--- src/rtl/prt_pkg.sv ---
// Shared types and constants for the pulse rate tachometer.
`timescale 1ns / 1ps
package prt_pkg;

  localparam int TIME_BITS_DEF   = 32;
  localparam int QUEUE_DEPTH_DEF = 2;

  localparam int COUNT_W  = 32;
  localparam int STAMP_W  = 32;
  localparam int RPM_W    = 26;
  localparam int STATUS_W = 2;
  localparam int PPR_W    = 5;

  localparam logic [RPM_W-1:0] RPM_NUM   = 26'd60000000;
  localparam logic [PPR_W-1:0] PPR_RESET = 5'd3;

  localparam logic MODE_PULSE  = 1'b0;
  localparam logic MODE_SAMPLE = 1'b1;

  localparam logic [STATUS_W-1:0] STATUS_OK        = 2'd0;
  localparam logic [STATUS_W-1:0] STATUS_NO_PULSES = 2'd1;
  localparam logic [STATUS_W-1:0] STATUS_TOO_FAST  = 2'd2;

  // Occupancy flags of the job queue
  typedef struct packed {
    logic full;
    logic empty;
  } prt_q_stat_t;

endpackage

--- src/rtl/prt_front.sv ---
// Front end: accepts pulse and sample items, keeps counters, queues sample jobs.
`timescale 1ns / 1ps
module prt_front import prt_pkg::*; #(
  parameter int TIME_BITS = TIME_BITS_DEF
) (
  input  logic                 clk,
  input  logic                 rst_n,
  input  logic                 in_valid,
  output logic                 in_stall,
  input  logic                 in_mode,
  input  logic [STAMP_W-1:0]   in_time_us,
  input  prt_q_stat_t          q_stat,
  output logic                 q_push,
  output logic [COUNT_W-1:0]   q_dc,
  output logic [TIME_BITS-1:0] q_dt
);

  logic [COUNT_W-1:0]   pulse_cnt_r, pulse_cnt_nxt;
  logic [TIME_BITS-1:0] last_time_r, last_time_nxt;
  logic [COUNT_W-1:0]   samp_cnt_r, samp_cnt_nxt;
  logic [TIME_BITS-1:0] samp_time_r, samp_time_nxt;
  logic                 accept;

  // Hold items off while no room is left for a sample job
  assign in_stall = q_stat.full;
  assign accept   = in_valid && !in_stall;

  // Differences since the previous sample, wrapping
  assign q_dc   = pulse_cnt_r - samp_cnt_r;
  assign q_dt   = last_time_r - samp_time_r;
  assign q_push = accept && (in_mode == MODE_SAMPLE);

  // Advance counters on a pulse, snapshot them on a sample
  always_comb begin
    pulse_cnt_nxt = pulse_cnt_r;
    last_time_nxt = last_time_r;
    samp_cnt_nxt  = samp_cnt_r;
    samp_time_nxt = samp_time_r;
    if (accept) begin
      if (in_mode == MODE_PULSE) begin
        pulse_cnt_nxt = pulse_cnt_r + COUNT_W'(1);
        last_time_nxt = TIME_BITS'(in_time_us);
      end else begin
        samp_cnt_nxt  = pulse_cnt_r;
        samp_time_nxt = last_time_r;
      end
    end
  end

  always_ff @(posedge clk) begin
    if (!rst_n) begin
      pulse_cnt_r <= '0;
      last_time_r <= '0;
      samp_cnt_r  <= '0;
      samp_time_r <= '0;
    end else begin
      pulse_cnt_r <= pulse_cnt_nxt;
      last_time_r <= last_time_nxt;
      samp_cnt_r  <= samp_cnt_nxt;
      samp_time_r <= samp_time_nxt;
    end
  end

endmodule

--- src/rtl/prt_queue.sv ---
// Small register queue carrying sample jobs from front end to back end.
`timescale 1ns / 1ps
module prt_queue import prt_pkg::*; #(
  parameter int WIDTH = COUNT_W + TIME_BITS_DEF,
  parameter int DEPTH = QUEUE_DEPTH_DEF
) (
  input  logic             clk,
  input  logic             rst_n,
  input  logic             push,
  input  logic [WIDTH-1:0] push_data,
  input  logic             pop,
  output logic [WIDTH-1:0] head_data,
  output prt_q_stat_t      stat
);

  localparam int PW = (DEPTH > 1) ? $clog2(DEPTH) : 1;
  localparam int CW = $clog2(DEPTH + 1);

  logic [WIDTH-1:0] slot_r [DEPTH];
  logic [PW-1:0]    wr_ptr_r, wr_ptr_nxt;
  logic [PW-1:0]    rd_ptr_r, rd_ptr_nxt;
  logic [CW-1:0]    count_r, count_nxt;
  logic             do_push, do_pop;

  assign stat.full  = (count_r == CW'(DEPTH));
  assign stat.empty = (count_r == '0);
  assign do_push    = push && !stat.full;
  assign do_pop     = pop && !stat.empty;
  assign head_data  = slot_r[rd_ptr_r];

  // Advance pointers with explicit wrap
  always_comb begin
    wr_ptr_nxt = wr_ptr_r;
    rd_ptr_nxt = rd_ptr_r;
    count_nxt  = count_r;
    if (do_push) begin
      wr_ptr_nxt = (wr_ptr_r == PW'(DEPTH - 1)) ? '0 : wr_ptr_r + PW'(1);
    end
    if (do_pop) begin
      rd_ptr_nxt = (rd_ptr_r == PW'(DEPTH - 1)) ? '0 : rd_ptr_r + PW'(1);
    end
    if (do_push && !do_pop) begin
      count_nxt = count_r + CW'(1);
    end else if (do_pop && !do_push) begin
      count_nxt = count_r - CW'(1);
    end
  end

  always_ff @(posedge clk) begin
    if (!rst_n) begin
      wr_ptr_r <= '0;
      rd_ptr_r <= '0;
      count_r  <= '0;
    end else begin
      wr_ptr_r <= wr_ptr_nxt;
      rd_ptr_r <= rd_ptr_nxt;
      count_r  <= count_nxt;
    end
  end

  // Store payload
  always_ff @(posedge clk) begin
    if (do_push) begin
      slot_r[wr_ptr_r] <= push_data;
    end
  end

endmodule

--- src/rtl/prt_div.sv ---
// Restoring divider, one quotient bit per cycle.
`timescale 1ns / 1ps
module prt_div import prt_pkg::*; #(
  parameter int NW = TIME_BITS_DEF,
  parameter int DW = COUNT_W
) (
  input  logic          clk,
  input  logic          rst_n,
  input  logic          start,
  input  logic [NW-1:0] num,
  input  logic [DW-1:0] den,
  output logic          done,
  output logic [NW-1:0] quo
);

  localparam int CW = $clog2(NW + 1);

  logic          busy_r, busy_nxt;
  logic          done_r, done_nxt;
  logic [CW-1:0] cnt_r, cnt_nxt;
  logic [NW-1:0] quo_r, quo_nxt;
  logic [DW-1:0] rem_r, rem_nxt;
  logic [DW-1:0] den_r, den_nxt;
  logic [DW:0]   trial;
  logic [DW:0]   diff;
  logic          ge;

  assign done = done_r;
  assign quo  = quo_r;

  // Shift in the next numerator bit and try a subtract
  assign trial = {rem_r, quo_r[NW-1]};
  assign diff  = trial - {1'b0, den_r};
  assign ge    = (trial >= {1'b0, den_r});

  always_comb begin
    busy_nxt = busy_r;
    cnt_nxt  = cnt_r;
    quo_nxt  = quo_r;
    rem_nxt  = rem_r;
    den_nxt  = den_r;
    done_nxt = 1'b0;
    if (start) begin
      busy_nxt = 1'b1;
      cnt_nxt  = CW'(NW);
      quo_nxt  = num;
      rem_nxt  = '0;
      den_nxt  = den;
    end else if (busy_r) begin
      rem_nxt = ge ? diff[DW-1:0] : trial[DW-1:0];
      quo_nxt = {quo_r[NW-2:0], ge};
      cnt_nxt = cnt_r - CW'(1);
      if (cnt_r == CW'(1)) begin
        busy_nxt = 1'b0;
        done_nxt = 1'b1;
      end
    end
  end

  always_ff @(posedge clk) begin
    if (!rst_n) begin
      busy_r <= 1'b0;
      done_r <= 1'b0;
      cnt_r  <= '0;
    end else begin
      busy_r <= busy_nxt;
      done_r <= done_nxt;
      cnt_r  <= cnt_nxt;
    end
  end

  always_ff @(posedge clk) begin
    quo_r <= quo_nxt;
    rem_r <= rem_nxt;
    den_r <= den_nxt;
  end

endmodule

--- src/rtl/prt_back.sv ---
// Back end: turns a sample job into rpm and status through up to two divisions.
`timescale 1ns / 1ps
module prt_back import prt_pkg::*; #(
  parameter int TIME_BITS = TIME_BITS_DEF
) (
  input  logic                 clk,
  input  logic                 rst_n,
  input  prt_q_stat_t          q_stat,
  input  logic [COUNT_W-1:0]   q_dc,
  input  logic [TIME_BITS-1:0] q_dt,
  output logic                 q_pop,
  input  logic [PPR_W-1:0]     ppr,
  output logic                 out_valid,
  input  logic                 out_stall,
  output logic [RPM_W-1:0]     out_rpm,
  output logic [STATUS_W-1:0]  out_status
);

  localparam int NW = (TIME_BITS > RPM_W) ? TIME_BITS : RPM_W;
  localparam int DW = COUNT_W;
  localparam int PW = RPM_W + PPR_W;

  typedef enum logic [4:0] {
    S_IDLE = 5'b00001,
    S_DIV1 = 5'b00010,
    S_ARM  = 5'b00100,
    S_DIV2 = 5'b01000,
    S_DONE = 5'b10000
  } state_t;

  state_t              state_r, state_nxt;
  logic [PW-1:0]       prod_r, prod_nxt;
  logic [RPM_W-1:0]    res_rpm_r, res_rpm_nxt;
  logic [STATUS_W-1:0] res_status_r, res_status_nxt;
  logic                out_valid_r, out_valid_nxt;
  logic [RPM_W-1:0]    out_rpm_r, out_rpm_nxt;
  logic [STATUS_W-1:0] out_status_r, out_status_nxt;
  logic [PPR_W-1:0]    ppr_eff;
  logic                div_start;
  logic                div_done;
  logic [NW-1:0]       div_num;
  logic [DW-1:0]       div_den;
  logic [NW-1:0]       div_quo;

  // Zero pulses per revolution counts as one
  assign ppr_eff = (ppr == '0) ? PPR_W'(1) : ppr;

  // First pass divides time by count, second divides the rpm constant
  assign div_num = (state_r == S_ARM) ? NW'(RPM_NUM) : NW'(q_dt);
  assign div_den = (state_r == S_ARM) ? DW'(prod_r) : q_dc;

  prt_div #(
    .NW (NW),
    .DW (DW)
  ) u_div (
    .clk   (clk),
    .rst_n (rst_n),
    .start (div_start),
    .num   (div_num),
    .den   (div_den),
    .done  (div_done),
    .quo   (div_quo)
  );

  // Sequence one job at a time
  always_comb begin
    state_nxt      = state_r;
    prod_nxt       = prod_r;
    res_rpm_nxt    = res_rpm_r;
    res_status_nxt = res_status_r;
    out_valid_nxt  = out_valid_r && out_stall;
    out_rpm_nxt    = out_rpm_r;
    out_status_nxt = out_status_r;
    q_pop          = 1'b0;
    div_start      = 1'b0;
    case (state_r)
      S_IDLE: begin
        if (!q_stat.empty) begin
          q_pop = 1'b1;
          if (q_dc == '0) begin
            res_rpm_nxt    = '0;
            res_status_nxt = STATUS_NO_PULSES;
            state_nxt      = S_DONE;
          end else begin
            div_start = 1'b1;
            state_nxt = S_DIV1;
          end
        end
      end
      S_DIV1: begin
        if (div_done) begin
          if (div_quo == '0) begin
            res_rpm_nxt    = '0;
            res_status_nxt = STATUS_TOO_FAST;
            state_nxt      = S_DONE;
          end else if (div_quo > NW'(RPM_NUM)) begin
            res_rpm_nxt    = '0;
            res_status_nxt = STATUS_OK;
            state_nxt      = S_DONE;
          end else begin
            prod_nxt  = PW'(div_quo[RPM_W-1:0]) * PW'(ppr_eff);
            state_nxt = S_ARM;
          end
        end
      end
      S_ARM: begin
        div_start = 1'b1;
        state_nxt = S_DIV2;
      end
      S_DIV2: begin
        if (div_done) begin
          res_rpm_nxt    = div_quo[RPM_W-1:0];
          res_status_nxt = STATUS_OK;
          state_nxt      = S_DONE;
        end
      end
      S_DONE: begin
        // Load the output register once it is free or being drained
        if (!out_valid_r || !out_stall) begin
          out_valid_nxt  = 1'b1;
          out_rpm_nxt    = res_rpm_r;
          out_status_nxt = res_status_r;
          state_nxt      = S_IDLE;
        end
      end
      default: begin
        state_nxt = S_IDLE;
      end
    endcase
  end

  always_ff @(posedge clk) begin
    if (!rst_n) begin
      state_r     <= S_IDLE;
      out_valid_r <= 1'b0;
    end else begin
      state_r     <= state_nxt;
      out_valid_r <= out_valid_nxt;
    end
  end

  always_ff @(posedge clk) begin
    prod_r       <= prod_nxt;
    res_rpm_r    <= res_rpm_nxt;
    res_status_r <= res_status_nxt;
    out_rpm_r    <= out_rpm_nxt;
    out_status_r <= out_status_nxt;
  end

  assign out_valid  = out_valid_r;
  assign out_rpm    = out_rpm_r;
  assign out_status = out_status_r;

endmodule

--- src/rtl/pulse_rate_tachometer.sv ---
// Top level of the pulse rate tachometer.
// Input channel: in_mode selects a pulse (0) or a sample request (1); in_time_us
// is the microsecond timestamp of a pulse and is ignored for a sample.
// Output channel: one transfer of out_rpm and out_status per sample request,
// none per pulse. Configuration: cfg_wr_en writes cfg_wr_data to pulses per rev.
// A pulse is absorbed by the front-end counters as it is accepted. A sample is
// snapshotted and queued; the back end then runs up to two divisions on the
// shared one-bit-per-cycle divider, first the time-per-pulse division and
// then the rpm division. The back end works on one sample job at a time and
// pops the next only after the result of the last one has been loaded into
// the output register.
// Pulses keep being accepted while a sample is being worked on, until the job
// queue (QUEUE_DEPTH entries) fills; in_stall then holds off all items.
// When the receiver stalls, the result stays in the output register and the
// back end finishes its current job and waits.
// Synchronous reset clears the counters and snapshots, empties the queue,
// drops any pending result and sets pulses per rev to 3.
`timescale 1ns / 1ps
module pulse_rate_tachometer import prt_pkg::*; #(
  parameter int TIME_BITS   = TIME_BITS_DEF,
  parameter int QUEUE_DEPTH = QUEUE_DEPTH_DEF
) (
  input  logic                clk,
  input  logic                rst_n,
  input  logic                in_valid,
  output logic                in_stall,
  input  logic                in_mode,
  input  logic [STAMP_W-1:0]  in_time_us,
  output logic                out_valid,
  input  logic                out_stall,
  output logic [RPM_W-1:0]    out_rpm,
  output logic [STATUS_W-1:0] out_status,
  input  logic                cfg_wr_en,
  input  logic [PPR_W-1:0]    cfg_wr_data
);

  localparam int JOB_W = COUNT_W + TIME_BITS;

  logic [PPR_W-1:0]     ppr_r, ppr_nxt;
  prt_q_stat_t          q_stat;
  logic                 q_push;
  logic                 q_pop;
  logic [COUNT_W-1:0]   push_dc;
  logic [TIME_BITS-1:0] push_dt;
  logic [JOB_W-1:0]     head;

  // Pulses-per-rev register
  assign ppr_nxt = cfg_wr_en ? cfg_wr_data : ppr_r;

  always_ff @(posedge clk) begin
    if (!rst_n) begin
      ppr_r <= PPR_RESET;
    end else begin
      ppr_r <= ppr_nxt;
    end
  end

  prt_front #(
    .TIME_BITS (TIME_BITS)
  ) u_front (
    .clk        (clk),
    .rst_n      (rst_n),
    .in_valid   (in_valid),
    .in_stall   (in_stall),
    .in_mode    (in_mode),
    .in_time_us (in_time_us),
    .q_stat     (q_stat),
    .q_push     (q_push),
    .q_dc       (push_dc),
    .q_dt       (push_dt)
  );

  prt_queue #(
    .WIDTH (JOB_W),
    .DEPTH (QUEUE_DEPTH)
  ) u_queue (
    .clk       (clk),
    .rst_n     (rst_n),
    .push      (q_push),
    .push_data ({push_dc, push_dt}),
    .pop       (q_pop),
    .head_data (head),
    .stat      (q_stat)
  );

  prt_back #(
    .TIME_BITS (TIME_BITS)
  ) u_back (
    .clk        (clk),
    .rst_n      (rst_n),
    .q_stat     (q_stat),
    .q_dc       (head[JOB_W-1:TIME_BITS]),
    .q_dt       (head[TIME_BITS-1:0]),
    .q_pop      (q_pop),
    .ppr        (ppr_r),
    .out_valid  (out_valid),
    .out_stall  (out_stall),
    .out_rpm    (out_rpm),
    .out_status (out_status)
  );

endmodule

--- config.mk ---
export PLATFORM = sky130hd
export DESIGN_NAME = pulse_rate_tachometer
export DESIGN_NICKNAME = d
export VERILOG_FILES = /design/src/rtl/prt_pkg.sv /design/src/rtl/prt_front.sv /design/src/rtl/prt_queue.sv /design/src/rtl/prt_div.sv /design/src/rtl/prt_back.sv /design/src/rtl/pulse_rate_tachometer.sv
export SDC_FILE = /design/constraint.sdc
export NUM_CORES = 1
export LEC_CHECK = 0
export ABC_AREA = 1
export BUFFER_PORTS_ARGS = -buffer_cell sky130_fd_sc_hd__buf_2
export CAP_MARGIN = 10
export CELL_PAD_IN_SITES_DETAIL_PLACEMENT = 1
export CELL_PAD_IN_SITES_GLOBAL_PLACEMENT = 1
export CORE_MARGIN = 10
export CORE_UTILIZATION = 49
export CTS_BUF_LIST = sky130_fd_sc_hd__clkbuf_4
export DETAILED_ROUTE_END_ITERATION = 7
export PLACE_DENSITY_LB_ADDON = 0.1
export REMOVE_ABC_BUFFERS = 1
export SLEW_MARGIN = 20
export SYNTH_ARGS = -nofsm -noshare
export SYNTH_HDL_FRONTEND = slang
export SYNTH_HIERARCHICAL = 1
export SYNTH_SLANG_ARGS = --single-unit
--- constraint.sdc ---
create_clock -name clk -period 5.1 [get_ports clk]
set_clock_uncertainty 0.1 [all_clocks]
set_input_delay 0.51 -clock clk [delete_from_list [all_inputs] [get_ports clk]]
set_output_delay 0.51 -clock clk [all_outputs]
set_load 0.02 [all_outputs]
# ---- Word level (Yosys, flattened, before mapping)
# Memories as Yosys holds them, arrays and structs flattened. A register that Yosys moved wholly into a read port is not among the register bits.
# Cells that the tools add are included.
dict set report totals {
  out_inout_bits 30
  inputBits 43
  rom_bits 0
  regBits 334
  latchBits 0
  n_memories 1
  elab_cells 132
  ramBits 128
}
# memory depth word_bits read_ports rd_clocked_by_memory_dff write_ports line
set memory_table {}
lappend memory_table {u_queue.slot_r 2 64 1 1 1 prt_queue.sv:19} ;# logic [WIDTH-1:0] slot_r [DEPTH];
dict set report op_classes {
  bitwise_logic 5
  magnitude_cmp 2
  n_div 0
  n_mux 49
  eq_ne 13
  shifts 0
  reduce_logical 29
  addsub 9
  multipliers 1
}
# operator n
set op_table {}
lappend op_table {{two-way mux 26 bit} 6}
lappend op_table {{two-way mux 32 bit} 4}
lappend op_table {{subtractor 32 bit} 3}
lappend op_table {{case mux 26 bit (3 select lines)} 1}
lappend op_table {{zero test 32 bit} 2}
lappend op_table {{two-way mux 5 bit} 8}
lappend op_table {{greater-or-equal comparator 33 x 32 -> 1 bit} 1}
lappend op_table {{adder 32 x 1 -> 32 bit, second input constant} 1}
lappend op_table {{greater-than comparator 32 x 26 -> 1 bit, second input constant} 1}
lappend op_table {{multiplier 26 x 5 -> 31 bit} 1}
lappend op_table {{two-way mux 31 bit} 1}
lappend op_table {{case mux 5 bit (5 select lines)} 1}
lappend op_table {{two-way mux 1 bit} 16}
lappend op_table {{two-way mux 2 bit} 8}
lappend op_table {{two-way mux 6 bit} 2}
lappend op_table {{AND reduction 4 bit} 2}
lappend op_table {{logical AND 1 bit} 7}
lappend op_table {{== test 6 x 1 -> 1 bit, second input constant} 1}
lappend op_table {{zero test 1 bit} 6}
lappend op_table {{inequality test 2 bit, second input constant} 3}
lappend op_table {{case mux 2 bit (3 select lines)} 1}
lappend op_table {{AND reduction 2 bit} 3}
lappend op_table {{AND reduction 6 bit} 1}
lappend op_table {{subtractor 6 x 1 -> 6 bit, second input constant} 1}
lappend op_table {{other kinds (20)} 27}

# ---- Longest topological paths before layout
dict set report logic_depth {
  ltp_word 9
  ltp_mapped 20
  ltp_nobuf 18
}

# ---- Hierarchy
# Netlist, hierarchy kept.
# mod area_per_inst_um2 seq_area_each_um2 n_inst cells_per_inst
set modules_own_cells {}
lappend modules_own_cells {prt_front 9830.7 2562.5 1 1699}
lappend modules_own_cells {prt_back 8763.4 2732.6 1 1157}
lappend modules_own_cells {prt_div 6734.0 2722.6 1 971}
lappend modules_own_cells {prt_queue 5166.2 3943.8 1 237}
lappend modules_own_cells {pulse_rate_tachometer 203.9 100.1 1 28}

# ---- Worst setup path before layout
# Ideal clock, no wire load.
dict set report synth_path {
  kind {reg-to-reg}
  from {reg u_queue.count_r[0]}
  to {mem u_queue/slot_r[0][0] (netlist bit) (enable)}
  setup_ns 0.486
  stages_incl_launch_ff 9
  setup_slack_ns 0.679
  synth_period_minus_slack_ns 4.421
  n_path_buf 2
  t_required_ns 4.514
  arrival_time_ns 3.835
  cell_sequence {dfxtp_1 nor2_1 inv_1 nand2_1 nor2_1 buf_2 buf_2 o21ai_2 nor2_1}
}
# element line
set synth_rtl {}
lappend synth_rtl {{from (decl)} prt_queue.sv:22} ;# logic [CW-1:0] count_r, count_nxt;
lappend synth_rtl {{from (signal assigned)} prt_queue.sv:57} ;# count_r <= count_nxt;
lappend synth_rtl {{to (decl)} prt_queue.sv:19}

# ---- Worst setup path after layout
dict set report layout_path {
  from {reg ppr_r[4]}
  to {reg u_back.prod_r[27], data pin}
}
dict set report layout_via {
  elab_chain_len 3
}
# element line
set layout_lines {}
lappend layout_lines {{from (decl)} pulse_rate_tachometer.sv:39} ;# logic [PPR_W-1:0] ppr_r, ppr_nxt;
lappend layout_lines {{from (signal assigned)} pulse_rate_tachometer.sv:54} ;# ppr_r <= ppr_nxt;
lappend layout_lines {{zero test 5 bit} prt_back.sv:46} ;# assign ppr_eff = (ppr == '0) ? PPR_W'(1) : ppr;
lappend layout_lines {{two-way mux 5 bit (*)} prt_back.sv:46}
lappend layout_lines {{multiplier 26 x 5 -> 31 bit (*)} prt_back.sv:101} ;# prod_nxt = PW'(div_quo[RPM_W-1:0]) * PW'(ppr_eff);
lappend layout_lines {{to (signal assigned)} prt_back.sv:143} ;# prod_r <= prod_nxt;
lappend layout_lines {{to (decl)} prt_back.sv:32} ;# logic [PW-1:0] prod_r, prod_nxt;
# Every way passes the cells marked *; elsewhere a longest branch is shown, timed or not.
# A chain may end at the register's enable or synchronous reset.

==> run metrics <==
outcome=completed; Final HPWL DP=67410 microns; Crit Path Class=flip-flop to flip-flop; nature of the critical path startpoint=flip-flop; Die ar.=about 0.073 sq mm; vias in the first global route=between 20k and 30k; Seq/Total Area, Yosys=roughly two fifths; Slew Limit Fails=0; die height=270.3 microns; minimum clock period=4.448 ns; RSZ-0062 raised after global routing=false; Power Density=605.2 mW/mm^2; wire per inst=about 17 microns; DRT iter0 DRCs=1369; Total GRT Usage=between 20% and 30%; Leak=roughly 17 nW; Async SR Flop Fraction=0%; share of cells above drive strength 1=10.80%; Top FF cell, synth=edfxtp_1; final non-filler cell area=0.03420 sq mm; Worst Path Required=5.69 ns; post-route antenna net violation count=0; Final period util=87.22%; met3 Resource Use GR=4.160%; CP arrival=a little over 5 ns; final WL=89380 microns; die width=270.3 microns; count of cell types in the netlist=52; initial antenna violation count=3; # IOs=73; TritonCTS clock tree=yes; HP Class=input port to flip-flop; Critical Path End Type=flip-flop; worst-skew pair later-pin latency=0.97 ns; # Post-CTS Setup Buffers=0; TritonCTS Buffers=~130; worst-case clock buffer depth=3; Seq cells post-synth=463; TNS Setup=0 ns; Initial Util=49.65%; Final Setup Violations=0; clock slew at the register clock pins of the worst setup and hold paths=~0.07 ns; Max H-tree Level=4; first-pass GRT wire length=around 140000 microns; Layout area overhead=11.40%; CTS Hold Bufs=51; global routing usage on met2=a little over two fifths; Post-Syn Instances=approximately 4k; pin count of the biggest net entering global routing=87; Final Hold Fails=0; core area=0.06183 sq mm; fmax=224.8 MHz; CTS Root Cell=clkbuf_4; gr busiest metal=met2; GRT met1 Usage=30.26%; dpl ws=just over 0.7 ns; critical-path maximum fanout=28; RePlAce Congestion=0.9017; Synth Warn #=6; Placed Area=~0.032 sq mm; PortBufs=72; Worst-Margin Slew=0.9753 ns; max cap viols=0; PostCTS Resize Cnt=0; DRC Markers=0; VDD IR-drop max=roughly 0.31 mV; Sink Count=463; gr ovfl total=0; total power=between 20 and 25 mW; Pre-Repair DR Iteration Count=5; Max-slew headroom=34.83%; fin nets=4529; row count=91; Final WS setup=0.6520 ns; vias=26.26k; mapped cell area=0.03070 sq mm; Avg Cell Area, Syn=about 7.5 sq um; Post-synth EDFFs=279; drt via density=5.027
-- sequential cells by signal, summed over array words and instances (netlist names), 5 cells and up, named ones only --
signal               flops
u_back/state_r           5
u_back/u_div/cnt_r       6
u_back/u_div/den_r      32
u_queue/slot_r         128
u_back/prod_r           31
u_front/last_time_r     32
u_back/res_rpm_r        26
u_front/pulse_cnt_r     32
u_back/out_rpm          26
ppr_r                    5
u_front/samp_cnt_r      32
u_back/u_div/rem_r      32
u_back/u_div/quo        32
u_front/samp_time_r     32
-- power breakdown --
part	internal, mW	total [mW]	switching, mW	leakage [nW]
Sequential	5.41	6.01	0.600	4.06
Clock	2.21	3.90	1.69	1.11
Combinational	3.44	10.8	7.35	12.3
Total	11.1	20.7	9.64	17.4
-- routing by layer --
metal	share of wire, %	vias up
met2	49	463
met5	0	-
met4	3.1	0
met1	44	12506
li1	-	13119
met3	4.3	172
-- kinds of logic after synthesis --
logic type / synth area share (%)
flops: 39.29
simple gates: 27.30
xor+xnor: 2.026
mux: 3.081
buf+inv: 11.80
compound gates: 6.032
fa+ha+maj: 10.47
-- critical path, stage by stage (launching register included) --
cell     delay, ns
dfxtp_1       0.32
buf_4         0.32
nand2_1       0.11
inv_1         0.11
fa_1          0.42
fa_1          0.57
inv_1         0.06
fa_1          0.53
inv_1         0.05
ha_1          0.38
a21oi_1       0.28
o21ai_0       0.21
a21oi_1       0.26
nor2_1        0.09
nor2_1        0.16
nand2_1       0.08
nand2_1       0.06
nand2_1       0.06
-- cell usage in the layout, fill, tap and decap left out, types with 8 or more instances in the layout --
cell / count
nand2_1: 1349
dfxtp_1: 183
mux2_4: 60
nor3_1: 34
o21bai_1: 13
nand3b_1: 24
inv_2: 12
nor2_4: 8
nor2_1: 318
nand4_1: 37
buf_2: 71
o21ai_1: 18
edfxtp_1: 279
clkbuf_4: 208
buf_4: 20
xnor2_1: 24
nor2_2: 18
or2_2: 13
o21ai_0: 99
ha_1: 137
nand3_1: 170
xor2_1: 47
dlygate4sd3_1: 51
a21oi_1: 208
clkinv_1: 18
fa_1: 75
nand2_2: 17
inv_1: 801
-- cell usage after synthesis, types with 6 or more instances --
| cell | instances | area [sq um] |
|---|---|---|
| a21oi_1 | 209 | 1046 |
| buf_12 | 6 | 120.1 |
| buf_2 | 29 | 145.1 |
| buf_6 | 8 | 90.09 |
| clkbuf_1 | 46 | 172.7 |
| dfxtp_1 | 184 | 3684 |
| edfxtp_1 | 279 | 8378 |
| fa_1 | 75 | 1501 |
| ha_1 | 137 | 1714 |
| inv_1 | 804 | 3018 |
| inv_2 | 6 | 22.52 |
| mux2_4 | 60 | 900.9 |
| nand2_1 | 1350 | 5067 |
| nand2_2 | 16 | 100.1 |
| nand3_1 | 170 | 850.8 |
| nand3b_1 | 24 | 180.2 |
| nand4_1 | 37 | 231.5 |
| nor2_1 | 323 | 1212 |
| nor2_2 | 16 | 100.1 |
| nor3_1 | 34 | 170.2 |
| o21ai_0 | 99 | 495.5 |
| o21ai_1 | 18 | 90.09 |
| o21bai_1 | 13 | 97.59 |
| or2_2 | 13 | 81.33 |
| xnor2_1 | 24 | 210.2 |
| xor2_1 | 47 | 411.6 |
-- stage by stage --
stage / hold WS [ns] / utilization (%) / std cells
2_1_floorplan: 0.3003 / - / 3995
6_report: 0.2045 / 55.32 / 5224
4_1_cts: 0.08804 / 55.25 / 5217
3_5_place_dp: 0.3063 / 51.37 / 4925
5_1_grt: 0.1758 / 55.31 / 5223
3_3_place_gp: 0.3006 / 51.37 / 4925
-- final cells by class --
type | instances | area, sq um
diodes | 6 | 15.01
flip-flops and latches | 463 | 12070
inverters | 811 | 3044
clock buffers | 208 | 1562
multi-input cells | 2721 | 15060
clock inverters | 33 | 326.6
fillers | 7905 | 27630
well taps | 837 | 1047
repair buffers | 145 | 1084
-- final timing paths --
| check | start | end | slack (ns) | depth (start not counted) |
|---|---|---|---|---|
| setup / recovery | ppr_r[4] | u_back/prod_r[27] | 0.65 | 17 |
| hold / removal | in_valid | u_front/samp_cnt_r[31] | 0.20 | 5 |
| setup reg to reg | ppr_r[4] | u_back/prod_r[27] | 0.65 | 17 |
| hold reg to reg | u_back/res_status_r[0] | u_back/out_status[0] | 0.31 | 0 |
Note: power is estimated with default switching activity, not from simulation.
